<file path="config.mk">
export PLATFORM = sky130hd
export DESIGN_NAME = mbr_col_shift
export DESIGN_NICKNAME = d
export VERILOG_FILES = /design/src/rtl/mono_bitmap_rotate_to_printer_columns_top_defines.svh /design/src/rtl/mbr_pkg.sv /design/src/rtl/mbr_col_shift.sv
export SDC_FILE = /design/constraint.sdc
export NUM_CORES = 1
export LEC_CHECK = 0
export ABC_AREA = 1
export BUFFER_PORTS_ARGS = -buffer_cell sky130_fd_sc_hd__clkbuf_2
export CORE_MARGIN = 1.5
export CORE_UTILIZATION = 41
export CTS_CLUSTER_DIAMETER = 30
export DETAILED_ROUTE_END_ITERATION = 8
export GPL_ROUTABILITY_DRIVEN = 0
export GPL_TIMING_DRIVEN = 1
export PLACE_DENSITY = 0.72
export SLEW_MARGIN = 20
export SYNTH_ARGS = -nofsm -noshare
export SYNTH_HDL_FRONTEND = slang
export SYNTH_SLANG_ARGS = --single-unit
export TNS_END_PERCENT = 30
</file>
<file path="constraint.sdc">
create_clock -name clk -period 0.8 [get_ports clk]
set_input_delay 0.08 -clock clk [delete_from_list [all_inputs] [get_ports clk]]
set_output_delay 0.08 -clock clk [all_outputs]
set_load 0.01 [all_outputs]
</file>
<file path="src/rtl/mono_bitmap_rotate_to_printer_columns_top_defines.svh">
// ---------------------------------------------------------------------------
// Assertion macros for the monochrome bitmap rotator
// Shared immediate-implication and next-cycle-implication checks.
// ---------------------------------------------------------------------------
`ifndef MONO_BITMAP_ROTATE_TO_PRINTER_COLUMNS_TOP_DEFINES_SVH
`define MONO_BITMAP_ROTATE_TO_PRINTER_COLUMNS_TOP_DEFINES_SVH

// same-cycle implication, disabled in reset
`define MBR_AST_IMP(lbl, ante, cons, msg) \
  lbl: assert property (@(posedge clk) disable iff (!rst_n) (ante) |-> (cons)) \
    else $error(msg);

// next-cycle implication, disabled in reset
`define MBR_AST_NXT(lbl, ante, cons, msg) \
  lbl: assert property (@(posedge clk) disable iff (!rst_n) (ante) |=> (cons)) \
    else $error(msg);

`endif

</file>
<file path="src/rtl/mbr_pkg.sv">
// ---------------------------------------------------------------------------
// mbr_pkg
// Constants, codes and shared types of the bitmap rotator.
// ---------------------------------------------------------------------------
package mbr_pkg;

  localparam int MAX_WIDTH    = 256;
  localparam int MAX_HEIGHT   = 256;
  localparam int STRIDE_ROUND = 31;
  localparam int MAX_STRIDE   = ((MAX_WIDTH + STRIDE_ROUND) / 32) * 4;
  localparam int STORE_DEPTH  = MAX_STRIDE * MAX_HEIGHT;
  localparam int ADDR_W       = $clog2(STORE_DEPTH);

  localparam int DIM_W  = 9;
  localparam int DATA_W = 8;
  localparam int CFG_AW = 2;

  localparam logic [CFG_AW-1:0] CFG_WIDTH  = 2'd0;
  localparam logic [CFG_AW-1:0] CFG_HEIGHT = 2'd1;

  localparam logic ACT_LOAD = 1'b0;
  localparam logic ACT_READ = 1'b1;

  typedef enum logic [4:0] {
    ST_IDLE  = 5'b00001,
    ST_ADDR  = 5'b00010,
    ST_READ  = 5'b00100,
    ST_DRAIN = 5'b01000,
    ST_PUSH  = 5'b10000
  } mbr_state_t;

  typedef struct packed {
    logic       start;
    logic       err;
    logic       last;
    logic       shift;
    logic       push;
    logic [2:0] sel;
  } mbr_ctl_t;

endpackage

</file>
<file path="src/rtl/mbr_col_shift.sv">
// ---------------------------------------------------------------------------
// mbr_col_shift
// Gathers one pixel per cycle into the column byte and holds the result
// register toward the output stream.
// ---------------------------------------------------------------------------
module mbr_col_shift (
  input  logic                        clk,
  input  logic                        rst_n,
  input  mbr_pkg::mbr_ctl_t           ctl,
  input  logic [mbr_pkg::DATA_W-1:0]  rd_data,
  output logic                        out_free,
  output logic                        out_tvalid,
  input  logic                        out_tready,
  output logic [mbr_pkg::DATA_W-1:0]  out_tdata,
  output logic                        out_tlast,
  output logic                        out_tuser
);

  logic [mbr_pkg::DATA_W-1:0] byte_r;
  logic                       last_r;
  logic                       err_r;
  logic                       valid_r;
  logic [mbr_pkg::DATA_W-1:0] odata_r;
  logic                       olast_r;
  logic                       oerr_r;

  always_ff @(posedge clk) begin
    if (ctl.start) begin
      byte_r <= '0;
      last_r <= ctl.last;
      err_r  <= ctl.err;
    end else if (ctl.shift) begin
      byte_r <= {byte_r[mbr_pkg::DATA_W-2:0], rd_data[ctl.sel]};
    end
  end

  always_ff @(posedge clk) begin
    if (!rst_n) begin
      valid_r <= 1'b0;
    end else if (ctl.push) begin
      valid_r <= 1'b1;
    end else if (out_tready) begin
      valid_r <= 1'b0;
    end
  end

  always_ff @(posedge clk) begin
    if (ctl.push) begin
      odata_r <= byte_r;
      olast_r <= last_r;
      oerr_r  <= err_r;
    end
  end

  assign out_free   = !valid_r || out_tready;
  assign out_tvalid = valid_r;
  assign out_tdata  = odata_r;
  assign out_tlast  = olast_r;
  assign out_tuser  = oerr_r;

endmodule

</file>
==> summary.md <==
| Metric | Value |
|---|---|
| Grt total ovfl | 0 |
| Die width | 46.5 µm |
| Final Util | 58.1% |
| CP max-delay cell | edfxtp_1 |
| Area of the mapped netlist | 777 µm² |
| I/O Buffers | 30 |
| Total Wirelength | 1.20 mm |
| Area added between synthesis and finish | 30.4% |
| R2R depth | 2 |
| Clock Path Buffers | 2 |
| GR Util All Layers | 12.2% |
| Share of cells above drive strength 1 | 33.0% |
| Largest net degree at the start of global routing | 12 |
| Outcome | finished, violations left |
| Max-Cap Viols | 0 |
| Hold path depth | 1 |
| N_diodes | 0 |
| Die Ht | roughly 47 µm |
| Initial Util | 44.5% |
| Die Area | approximately 2200 µm² |
| Yosys warnings | 0 |
| Rows | 15 |
| Skew-Pair Late Insertion Delay | between 0.2 and 0.3 ns |
| CP max stage delay | 0.38 ns |
| Fin. max-slew vios | 0 |
| Io pins | 31 |
| Initial antenna violation count | 0 |
| Actual slew at the worst max-slew pin | 0.256 ns |
| DR vias/cell | 4.29 |
| Fmax achieved | between 1000 and 1500 MHz |
| # Post-CTS Setup Buffers | 0 |
| First-pass detailed-route iteration total | 3 |
| Critical path depth | 1 |
| DRT antenna net count | 0 |
| WP data arrival | 0.80 ns |
| Post-DP HPWL | 926 µm |
| CTS Sinks | 21 |
| RSZ-0062 raised after global routing | true |
| Synth cell types | 12 |
| Nets | 132 |
| Critical-path cell list | clkbuf_2 |
| P per Cell Area | 1910 nW/µm² |
| Critical path class | flip-flop to output pin |
| # DRC | 0 |
| Vias in the first global route | between 400 and 500 |
| Cell leakage power | 0.502 nW |
| Global-route wire length before repair | 1.91 mm |
| CTS H-tree depth | 1 |
| Setup TNS | -0.755 ns |
| Mapped Cells | 76 |
| Reg clk slew, reported paths | around 0.11 ns |
| DP Area | 953 µm² |
| Violated checks | negative setup slack |
| Largest fanout on the critical path | 1 |
| Final std cells w/o fill | 137 |
| Inserted Clock Buffers | 3 |
| Core Box Area | 1750 µm² |
| Crit path buf inv count | 1 |
| CTS Root Buffer Type | clkbuf_4 |
| Worst relative slew slack | 82.9% |
| Data required, critical path | approximately 0.7 ns |
| Clk_skew | between 0.009 and 0.01 ns |
| Synth Area per Inst | 10.2 µm² |
| Setup violations, final | 12 |
| Drt wl/cell | 8.72 µm |
| Placed insts | 130 |
| Flops & latches, synth | 21 |
| CP startpoint kind | flip-flop |
| Syn Nets | 95 |
| DRT iter0 DRCs | 15 |
| Post-route cell area | 1010 µm² |
| Minimum clock period | 0.882 ns |
| CTS tree | done |
| Top delay family on crit path | flip-flops |
| Tcrit/Tclk final | 110% |
| Fin worst setup slack | -0.0824 ns |
| Register area share after synthesis | 69.6% |
| Final Hold Vio Count | 0 |
| VDD IR-drop max | 0.000856 V |
| Critical path endpoint category | output pin |
| HP Class | input port to flip-flop |
| FILL cells | roughly 160 |
| Via count | 588 |
-- sequential cells by signal, summed over array words and instances (netlist names) --
| name | flops |
|---|---|
| last_r | 1 |
| out_tvalid | 1 |
| err_r | 1 |
| byte_r | 8 |
| out_tuser | 1 |
| out_tdata | 8 |
| out_tlast | 1 |
-- per-layer routing --
metal	up-vias	global-route usage [%]	share of wire, %
met5	-	0	0
li1	316	-	-
met1	250	16.9	45
met4	0	5.14	1.5
met2	20	19.4	48
met3	2	1.18	4.4
-- kinds of logic after synthesis --
kind of cell / count (synthesis) / share of synthesized area (%)
compound gates: 10 / 7.25
flops: 21 / 69.6
buf+inv: 15 / 7.41
simple gates: 30 / 15.8
-- what timing repair did --
item | 4_1_cts | 5_1_grt
setup endpoints to repair | 12 | 12
endpoints found under the hold margin | 3 | 0
pin swaps | 1 | 0
gates resized for setup | 2 | 1
hold buffers | 3 | 0
-- layout by cell type, fill, tap and decap left out --
cell	netlist	layout
inv_2	1	1
dlygate4sd3_1	0	3
nand3b_1	1	1
a21oi_2	1	1
nand2_1	10	9
inv_1	13	13
edfxtp_1	12	12
clkbuf_4	0	3
nand2_2	0	1
o21ai_0	8	8
clkbuf_1	0	1
buf_2	1	1
dfxtp_1	9	8
nor2_1	14	14
clkbuf_2	0	29
dfxtp_2	0	1
a21boi_0	1	1
nand3_1	5	5
-- report_power, final --
group          internal (mW)  switching [mW]  total, mW
clock network          0.193           0.274      0.467
registers               1.22          0.0286       1.25
logic                  0.102           0.118      0.220
-- Yosys cell counts (all sizes together) --
| master | instances | area, µm² |
|---|---|---|
| a21boi | 1 | 7.51 |
| a21oi | 1 | 8.76 |
| buf | 1 | 5.00 |
| dfxtp | 9 | 180 |
| edfxtp | 12 | 360 |
| inv | 14 | 52.6 |
| nand2 | 10 | 37.5 |
| nand3 | 5 | 25.0 |
| nand3b | 1 | 7.51 |
| nor2 | 14 | 52.6 |
| o21ai | 8 | 40.0 |
-- path summary, 6_finish.rpt --
kind	start	to	slack, ns
max	out_tdata[5]$_DFFE_PP_	out_tdata[5]	-0.08
min	ctl[7]	last_r$_DFFE_PP_	0.02
max reg2reg	byte_r[0]$_SDFFE_PP0P_	byte_r[0]$_SDFFE_PP0P_	0.12
min reg2reg	last_r$_DFFE_PP_	out_tlast$_DFFE_PP_	0.43
-- through the flow --
step / worst slack (ns) / power [mW] / hold WS (ns)
floorplan: 0.116 / 1.37 / 0.179
global placement: 0.0927 / 1.47 / 0.258
detailed placement: 0.0341 / 1.48 / 0.259
CTS: -0.0942 / 1.96 / 0.00947
global route: -0.114 / 2.02 / 0.0134
finish: -0.0824 / 1.93 / 0.0210
-- layout make-up --
cell class,instances,area [µm²],share of cell area [%]
Clock buffer,4,26.3,2.59
Multi-Input combinational cell,40,181,17.9
Sequential cell,21,542,53.5
Tap cell,25,31.3,3.09
Inverter,14,52.6,5.19
Timing Repair Buffer,33,180,17.8
Power figures use the tool's default switching activity.
