$ cat config.mk
export PLATFORM = sky130hd
export DESIGN_NAME = mbr_ctrl
export DESIGN_NICKNAME = d
export VERILOG_FILES = /design/src/rtl/mono_bitmap_rotate_to_printer_columns_top_defines.svh /design/src/rtl/mbr_pkg.sv /design/src/rtl/mbr_ctrl.sv
export SDC_FILE = /design/constraint.sdc
export NUM_CORES = 1
export LEC_CHECK = 0
export ABC_CLOCK_PERIOD_IN_PS = 7650
export BUFFER_PORTS_ARGS = -buffer_cell sky130_fd_sc_hd__clkbuf_2
export CORE_UTILIZATION = 53
export CTS_CLUSTER_DIAMETER = 200
export DETAILED_ROUTE_END_ITERATION = 8
export PLACE_DENSITY = 0.75
export SETUP_SLACK_MARGIN = 0.15
export SYNTH_ARGS = -nofsm -noshare
export SYNTH_HDL_FRONTEND = slang
export SYNTH_SLANG_ARGS = --single-unit
$ cat constraint.sdc
create_clock -name clk -period 7.65 [get_ports clk]
set_input_delay 1.1475 -clock clk [delete_from_list [all_inputs] [get_ports clk]]
set_output_delay 1.1475 -clock clk [all_outputs]
set_load 0.02 [all_outputs]
$ cat src/rtl/mono_bitmap_rotate_to_printer_columns_top_defines.svh
// ---------------------------------------------------------------------------
// Assertion macros for the monochrome bitmap rotator
// Shared immediate-implication and next-cycle-implication checks.
// ---------------------------------------------------------------------------
`ifndef MONO_BITMAP_ROTATE_TO_PRINTER_COLUMNS_TOP_DEFINES_SVH
`define MONO_BITMAP_ROTATE_TO_PRINTER_COLUMNS_TOP_DEFINES_SVH

// same-cycle implication, disabled in reset
`define MBR_AST_IMP(lbl, ante, cons, msg) \
  lbl: assert property (@(posedge clk) disable iff (!rst_n) (ante) |-> (cons)) \
    else $error(msg);

// next-cycle implication, disabled in reset
`define MBR_AST_NXT(lbl, ante, cons, msg) \
  lbl: assert property (@(posedge clk) disable iff (!rst_n) (ante) |=> (cons)) \
    else $error(msg);

`endif

$ cat src/rtl/mbr_pkg.sv
// ---------------------------------------------------------------------------
// mbr_pkg
// Constants, codes and shared types of the bitmap rotator.
// ---------------------------------------------------------------------------
package mbr_pkg;

  localparam int MAX_WIDTH    = 256;
  localparam int MAX_HEIGHT   = 256;
  localparam int STRIDE_ROUND = 31;
  localparam int MAX_STRIDE   = ((MAX_WIDTH + STRIDE_ROUND) / 32) * 4;
  localparam int STORE_DEPTH  = MAX_STRIDE * MAX_HEIGHT;
  localparam int ADDR_W       = $clog2(STORE_DEPTH);

  localparam int DIM_W  = 9;
  localparam int DATA_W = 8;
  localparam int CFG_AW = 2;

  localparam logic [CFG_AW-1:0] CFG_WIDTH  = 2'd0;
  localparam logic [CFG_AW-1:0] CFG_HEIGHT = 2'd1;

  localparam logic ACT_LOAD = 1'b0;
  localparam logic ACT_READ = 1'b1;

  typedef enum logic [4:0] {
    ST_IDLE  = 5'b00001,
    ST_ADDR  = 5'b00010,
    ST_READ  = 5'b00100,
    ST_DRAIN = 5'b01000,
    ST_PUSH  = 5'b10000
  } mbr_state_t;

  typedef struct packed {
    logic       start;
    logic       err;
    logic       last;
    logic       shift;
    logic       push;
    logic [2:0] sel;
  } mbr_ctl_t;

endpackage

$ cat src/rtl/mbr_ctrl.sv
// ---------------------------------------------------------------------------
// mbr_ctrl
// Dimension registers, load and read counters, and the bit-serial read
// sequencer that walks eight source rows for one column byte.
// ---------------------------------------------------------------------------
module mbr_ctrl (
  input  logic                        clk,
  input  logic                        rst_n,
  input  logic                        in_tvalid,
  output logic                        in_tready,
  input  logic                        in_tuser,
  input  logic [mbr_pkg::DATA_W-1:0]  in_tdata,
  input  logic                        cfg_we,
  input  logic [mbr_pkg::CFG_AW-1:0]  cfg_addr,
  input  logic [mbr_pkg::DIM_W-1:0]   cfg_wdata,
  input  logic                        out_free,
  output mbr_pkg::mbr_ctl_t           ctl,
  output logic                        st_we,
  output logic [mbr_pkg::ADDR_W-1:0]  st_waddr,
  output logic [mbr_pkg::DATA_W-1:0]  st_wdata,
  output logic                        st_re,
  output logic [mbr_pkg::ADDR_W-1:0]  st_raddr
);

  localparam int AW = mbr_pkg::ADDR_W;
  localparam int DW = mbr_pkg::DIM_W;

  mbr_pkg::mbr_state_t state_r, state_nxt;

  logic [DW-1:0] width_r, height_r;
  logic [AW-1:0] load_addr_r, load_addr_nxt;
  logic [7:0]    col_r, col_nxt;
  logic [4:0]    band_r, band_nxt;
  logic [7:0]    cur_x_r;
  logic [4:0]    cur_b_r;
  logic [AW-1:0] rd_addr_r;
  logic [2:0]    cnt_r;
  logic          rd_v_r;

  logic          dims_ok;
  logic [9:0]    w_sum;
  logic [6:0]    stride;
  logic [15:0]   lim_prod;
  logic [AW:0]   limit;
  logic [AW-1:0] la_base;
  logic [AW:0]   la_inc;
  logic          accept, acc_load, acc_read, cfg_hit;
  logic [5:0]    bands;
  logic          out_of_range;
  logic [7:0]    cx;
  logic [4:0]    cb;
  logic          is_last;
  logic [5:0]    band_inc;
  logic [8:0]    col_inc;
  logic [8:0]    row0;
  logic [13:0]   row_prod;

  assign dims_ok = (width_r != '0) && (height_r != '0) &&
                   (width_r[2:0] == 3'd0) && (height_r[2:0] == 3'd0) &&
                   (width_r <= DW'(mbr_pkg::MAX_WIDTH)) &&
                   (height_r <= DW'(mbr_pkg::MAX_HEIGHT));

  assign w_sum    = {1'b0, width_r} + 10'(mbr_pkg::STRIDE_ROUND);
  assign stride   = {w_sum[9:5], 2'b00};
  assign lim_prod = stride * height_r;
  assign limit    = dims_ok ? lim_prod[AW:0] : (AW+1)'(mbr_pkg::STORE_DEPTH);

  assign accept   = in_tvalid && in_tready;
  assign acc_load = accept && (in_tuser == mbr_pkg::ACT_LOAD);
  assign acc_read = accept && (in_tuser == mbr_pkg::ACT_READ);

  // load address with wrap at the image end
  always_comb begin
    la_base       = ({1'b0, load_addr_r} >= limit) ? '0 : load_addr_r;
    la_inc        = {1'b0, la_base} + 1'b1;
    load_addr_nxt = (la_inc >= limit) ? '0 : la_inc[AW-1:0];
  end

  // column / band walk
  always_comb begin
    bands        = height_r[8:3];
    out_of_range = ({1'b0, col_r} >= width_r) || ({1'b0, band_r} >= bands);
    cx           = out_of_range ? '0 : col_r;
    cb           = out_of_range ? '0 : band_r;
    is_last      = ({1'b0, cx} == (width_r - 9'd1)) && ({1'b0, cb} == (bands - 6'd1));
    band_inc     = {1'b0, cb} + 6'd1;
    col_inc      = {1'b0, cx} + 9'd1;
    if (band_inc < bands) begin
      band_nxt = band_inc[4:0];
      col_nxt  = cx;
    end else begin
      band_nxt = '0;
      col_nxt  = (col_inc < width_r) ? col_inc[7:0] : '0;
    end
  end

  assign row0     = height_r - 9'd1 - {1'b0, cur_b_r, 3'b000};
  assign row_prod = row0[7:0] * stride[5:0];

  always_comb begin
    cfg_hit = 1'b0;
    if (cfg_we) begin
      unique case (cfg_addr)
        mbr_pkg::CFG_WIDTH:  cfg_hit = 1'b1;
        mbr_pkg::CFG_HEIGHT: cfg_hit = 1'b1;
        default:             cfg_hit = 1'b0;
      endcase
    end
  end

  always_comb begin
    state_nxt = state_r;
    unique case (state_r)
      mbr_pkg::ST_IDLE: begin
        if (acc_read) begin
          state_nxt = dims_ok ? mbr_pkg::ST_ADDR : mbr_pkg::ST_PUSH;
        end
      end
      mbr_pkg::ST_ADDR:  state_nxt = mbr_pkg::ST_READ;
      mbr_pkg::ST_READ: begin
        if (cnt_r == 3'd7) begin
          state_nxt = mbr_pkg::ST_DRAIN;
        end
      end
      mbr_pkg::ST_DRAIN: state_nxt = mbr_pkg::ST_PUSH;
      mbr_pkg::ST_PUSH: begin
        if (out_free) begin
          state_nxt = mbr_pkg::ST_IDLE;
        end
      end
      default: state_nxt = mbr_pkg::ST_IDLE;
    endcase
  end

  always_ff @(posedge clk) begin
    if (!rst_n) begin
      state_r     <= mbr_pkg::ST_IDLE;
      width_r     <= DW'(8);
      height_r    <= DW'(8);
      load_addr_r <= '0;
      col_r       <= '0;
      band_r      <= '0;
      cnt_r       <= '0;
      rd_v_r      <= 1'b0;
    end else begin
      state_r <= state_nxt;
      rd_v_r  <= (state_r == mbr_pkg::ST_READ);
      if (cfg_we && (cfg_addr == mbr_pkg::CFG_WIDTH)) begin
        width_r <= cfg_wdata;
      end
      if (cfg_we && (cfg_addr == mbr_pkg::CFG_HEIGHT)) begin
        height_r <= cfg_wdata;
      end
      if (cfg_hit) begin
        load_addr_r <= '0;
        col_r       <= '0;
        band_r      <= '0;
      end else begin
        if (acc_load) begin
          load_addr_r <= load_addr_nxt;
        end
        if (acc_read && dims_ok) begin
          col_r  <= col_nxt;
          band_r <= band_nxt;
        end
      end
      if (state_r == mbr_pkg::ST_READ) begin
        cnt_r <= cnt_r + 3'd1;
      end else begin
        cnt_r <= '0;
      end
    end
  end

  always_ff @(posedge clk) begin
    if (acc_read) begin
      cur_x_r <= cx;
      cur_b_r <= cb;
    end
    if (state_r == mbr_pkg::ST_ADDR) begin
      rd_addr_r <= row_prod[AW-1:0] + {{(AW-5){1'b0}}, cur_x_r[7:3]};
    end else if (state_r == mbr_pkg::ST_READ) begin
      rd_addr_r <= rd_addr_r - {{(AW-6){1'b0}}, stride[5:0]};
    end
  end

  assign in_tready = (state_r == mbr_pkg::ST_IDLE);

  assign st_we    = acc_load;
  assign st_waddr = la_base;
  assign st_wdata = ~in_tdata;
  assign st_re    = (state_r == mbr_pkg::ST_READ);
  assign st_raddr = rd_addr_r;

  assign ctl.start = acc_read;
  assign ctl.err   = !dims_ok;
  assign ctl.last  = dims_ok && is_last;
  assign ctl.shift = rd_v_r;
  assign ctl.push  = (state_r == mbr_pkg::ST_PUSH) && out_free;
  assign ctl.sel   = ~cur_x_r[2:0];

endmodule

==> results of run 1 <==
-- flip-flops by register name, indices dropped and copies added (netlist names) --
name	count
band_r	5
cnt_r	3
col_r	8
cur_b_r	5
cur_x_r	8
height_r	9
load_addr_r	13
rd_v_r	1
st_raddr	13
state_r	5
width_r	9
-- cell type report --
class                   instances  area [um^2]
well taps                     188          235
clock inverters                 2         11.3
flip-flops and latches         79         1850
fillers                      1251         5400
multi-input cells             775         6170
repair buffers                129          815
clock buffers                  14          285
inverters                      98          379
-- path summary, 6_finish.rpt --
path              slack (ns)        endpoint  startpoint  depth (start not counted)
setup / recovery       0.006  load_addr_r[2]  width_r[0]                         35
hold / removal          0.42        cnt_r[0]    cnt_r[0]                          1
setup reg to reg       0.006  load_addr_r[2]  width_r[0]                         35
hold reg to reg         0.42        cnt_r[0]    cnt_r[0]                          1
-- worst reg2reg max path, delay by kind of cell (launching register included) --
family / cells / cell delay [ns]
AOI/OAI and AO/OA: 9 / 1.88
xor gates and xnor gates: 1 / 0.15
adders and majority gates: 8 / 2.67
buffers and inverters: 4 / 0.18
DFF: 1 / 0.39
and+or+nand+nor: 13 / 2.26
-- routing by layer --
metal | up-vias | routed length (um) | global-route usage
li1 | 3612 | - | -
met2 | 247 | 9830 | 0.445
met3 | 43 | 1270 | 0.0463
met4 | 0 | 388 | 0.0999
met1 | 3486 | 9480 | 0.348
met5 | - | 0 | 0
-- kinds of logic after synthesis --
logic type,Yosys count
XOR/XNOR,61
flip-flops,79
AND/OR/NAND/NOR,396
buffers and inverters,128
AO/OA/AOI/OAI,162
multiplexers,19
adder cells (fa/ha/maj),137
-- cells in the mapped netlist, types with 17 or more instances --
library cell,count
xor2_1,24
nand2_1,110
o21ai_0,33
fa_1,34
clkbuf_1,21
nand3_1,26
and2_1,40
ha_1,103
dfxtp_1,53
nor3_1,17
a21oi_1,41
edfxtp_1,26
inv_1,94
xnor2_1,34
nor2_1,92
nor2b_1,32
-- power groups by stage --
stage	clock [mW]	combinational (mW)	sequential (mW)
global placement	0	0.565	0.513
global route	0.464	0.681	0.509
finish	0.438	0.610	0.506
CTS	0.448	0.591	0.505
detailed placement	0	0.573	0.514
floorplan	0	0.430	0.514
-- what timing repair did --
item                       CTS  global route
buffers inserted            18             9
setup endpoints to repair   12            13
pin swaps                   23            25
resized for setup           11            45
-- stage by stage --
step           setup TNS, ns  area, um^2  worst slack [ns]   util  cells
4_1_cts                    0        9530             0.126  0.629   1276
3_5_place_dp          -0.245        9040           -0.0786  0.597   1242
6_report                   0        9750           0.00611  0.643   1285
2_1_floorplan              0        8360             0.101      -    982
3_3_place_gp               0        9040             0.121  0.597   1242
5_1_grt                -1.31        9750            -0.198  0.643   1285
==> flow_summary.toml, run 1 <==
[clock_tree]
cts_hold_buffers = 0
numCtsBuffers = 9
clk_latency_ns = 0.35
clock-root-buffer = "clkbuf_16"
htree_levels = 3
cts_tree = "yes"
clkTransAtPathRegs_ns = 0.07
clock_path_buffers = 2
cts.sinks = 79

[detailed_routing]
via_per_inst = 5.75
drt_iter0_markers = 466
num_vias = 7388
routed_wl_mm = 21.0
drt-wirelength-per-cell_um = 16.3
first_pass_iters = 5
ant_nets = 0
drc = 0

[layout]
final_cell_mix = "nand2_1, ha_1, inv_1"
mostFrequentLayoutCell = "nand2_1"
area_growth_pct = 19.3
final_nets = 1254
diodes = 0
layout-drive-gt1-share = 0.211

[worst_setup_path]
crit_top_cell = "ha_4"
critPathSlowestCell = "fa_1"
crit_path_start_kind = "flop"
required_ns = 7.90
path_class = "reg2reg"
critPathMaxStageDelay_ns = 0.55
cp_top_family = "adder cells"
cp_max_fo = 6
path_buf_inv = 4
crit_path_end_kind = "flop"
arrival_ns = 7.89

[die]
io_pins = 70
fp.dieH_um = 126
fp.dieW_um = 126
start_util = 0.539
dieArea_um2 = 15900
rows = 45
coreArea_um2 = 15100

[logic_synthesis]
muxShareOfSynthArea = 0.0237
synth_top_family_by_area = "simple AND/OR/NAND/NOR gates"
synth_warnings = 0
async_flop_share = 0
synth_cell_types = 82
synth-edff-count = 26
yosysTopAreaCell = "ha_1"
synth.yosys.seq_area_share = 0.225
synthTopCellsByArea = "ha_1, dfxtp_1, edfxtp_1, fa_1, nand2_1"
synth_seq_cells = 79
synth_nets = 1144
synth_cells = 982
synth_top_area_share = 0.158
syn_area_um2 = 8170
synth-compound-area-share = 0.135
synth_top_flop_cell = "dfxtp_1"
synthAdderAreaFrac = 0.241
synthSimpleGateAreaFrac = 0.244
synth.avg_cell_area_um2 = 8.32
synth_xor_area_frac = 0.0697

[power]
p_int_uw = 985
irDropWorstVdd_v = 0.000117
power_mw = 1.55
swShare = 0.366
clkPwrFrac = 0.282
cellPowerDensity_nw_per_um2 = 159
p_seq_frac = 0.325
combPwrFrac = 0.393
p_sw_uw = 569
leakage_nw = 4.55

[status]
outcome = "finished, final reports clean"

[sta]
rsz0062_at_grt = "true"
hold_slack_ns = 0.424
slew_headroom = 0.343
period_needed_ns = 7.64
period_share = 0.999
fmaxAchievable_mhz = 131
finClkSkew_ns = 0.00978
setup_violations = 0
maxSlewViolCount = 0
hold_viol = 0
worst_pin_slew_ns = 0.982

[global_routing]
grt_pass1_wl_mm = 34.2
grt_pass1_vias = 6984
antenna_found_initial = 0
grt_start_max_net_pins = 29
globalRouteTotalUtil = 0.268
overflow = 0

[run]
max-cap-violations = 0

[place]
hpwl_mm = 15.8
port_buffers = 69
place_congestion = 0.944

[min_path]
hold_class = "reg2reg"
(Power assumes the default switching activity.)
==> inputs of run 2 (changes only) <==
Settings changed: CORE_MARGIN set to 2.
==> flow_summary.toml, run 2 (synthesis results as in run 1) <==
[status]
outcome = "finished, violations left"
violations = "negative setup slack"

[worst_setup_path]
path_class = "reg2reg"
arrival_ns = 8.08
crit_path_start_kind = "flop"
r2r_cells = 37
critPathMaxStageDelay_ns = 0.51
crit_path_end_kind = "flop"
r2r-start = "width_r[0]"
crit_top_cell = "ha_4"
cp_max_fo = 6
critPathSlowestCell = "fa_1"
crit_start = "width_r[0]"
r2r_slack_ns = -0.18
required_ns = 7.90

[detailed_routing]
routed_wl_mm = 21.5
ant_nets = 0
drt_iter0_markers = 455
drc = 0
first_pass_iters = 5
drt-wirelength-per-cell_um = 16.8
num_vias = 7421
via_per_inst = 5.81

[layout]
regArea_um2 = 1850
fill_cells = 1306
layout-drive-gt1-share = 0.207
diodes = 0
final_nets = 1247
final_cell_mix = "nand2_1, ha_1, inv_1, nor2_1, clkbuf_2"
area_growth_pct = 19.4
mostFrequentLayoutCell = "nand2_1"
multi_input_area_um2 = 6180

[die]
fp.dieW_um = 128
fp.dieH_um = 128
io_pins = 70
start_util = 0.539
dieArea_um2 = 16400
coreArea_um2 = 15100
rows = 45

[global_routing]
overflow = 0
grt_pass1_vias = 7052
grt_start_max_net_pins = 29
grt_pass1_wl_mm = 34.2
globalRouteTotalUtil = 0.262
antenna_found_initial = 0

[power]
irDropWorstVdd_v = 0.000114
power_mw = 1.62
leakage_nw = 4.54
cellPowerDensity_nw_per_um2 = 166

[sta]
setup_violations = 10
rsz0062_at_grt = "true"
finClkSkew_ns = 0.00781
worst_pin_slew_ns = 0.986
slew_headroom = 0.340
fmaxAchievable_mhz = 128
maxSlewViolCount = 0
hold_viol = 0
period_share = 1.02
timing.setup.tns_ns = -0.753
fin_ws_ns = -0.175
period_needed_ns = 7.83

[run]
max-cap-violations = 0

[place]
port_buffers = 69
place_congestion = 0.949
hpwl_mm = 16.0

[clock_tree]
clock-root-buffer = "clkbuf_16"
cts.sinks = 79
clock_path_buffers = 2
cts_tree = "yes"
htree_levels = 3
clk_latency_ns = 0.36
clkTransAtPathRegs_ns = 0.06
numCtsBuffers = 9

[min_path]
hold_class = "reg2reg"
worstHoldPathCells = 1
min_from = "cnt_r[0]"
==> run 2: cell types whose count changed in the layout (fill, tap and decap cells not counted), moves of 2 or more <==
cell,delta
bufinv_16,+2
o21ai_0,-2
clkbuf_8,-2
nor2_2,-2
nand2_2,+3
nor2_1,+2
buf_4,-6
clkinv_2,+2
nand2_1,-3
clkbuf_1,-2
==> run 2: what timing repair did <==
item | CTS | global route
hold buffers | 0 | 0
endpoints found under the setup margin | 12 | 13
setup buffers | 11 | 9
pin swaps | 25 | 21
resized for setup | 10 | 49
==> run 2: power breakdown <==
group	switching, mW	internal (mW)	leakage [nW]	total [mW]
clock	0.184	0.324	0.176	0.507
combinational	0.358	0.247	3.69	0.605
sequential	0.0288	0.475	0.670	0.504
total	0.571	1.05	4.54	1.62
==> run 2: critical path: cells and delay by family, from the launching register on <==
family,cells,cell delay (ns)
fa+ha+maj,8,2.55
compound gates,9,2.00
simple gates,15,2.33
buf+inv,4,0.24
xor+xnor,1,0.22
flops,1,0.37
==> run 2: per-layer routing <==
layer,GRT usage,part of all wire
met5,0,0
met4,0.0976,0.028
met3,0.0555,0.066
met2,0.434,0.47
met1,0.337,0.44
==> run 2: through the flow <==
stage,worst slack (ns),instance area [um^2],instances,hold WS [ns],utilization
CTS,0.107,9510,1269,0.426,0.628
detailed placement,-0.0135,9040,1242,0.419,0.597
global placement,0.128,9040,1242,0.417,0.597
floorplan,0.101,8360,982,0.398,-
finish,-0.175,9750,1278,0.421,0.644
global route,-0.466,9750,1278,0.465,0.644
==> run 2: worst paths after layout <==
check | endpoint
max | load_addr_r[2]
min | cnt_r[0]
max reg2reg | load_addr_r[2]
min reg2reg | cnt_r[0]
==> run 2: cell type report <==
type                       count  share of cell area
multi-input combinational    775               0.634
sequential                    79               0.190
timing repair buffer         122              0.0777
inverter                      98              0.0386
clock buffer                  11              0.0282
tap                          188              0.0241
clock inverter                 5             0.00770
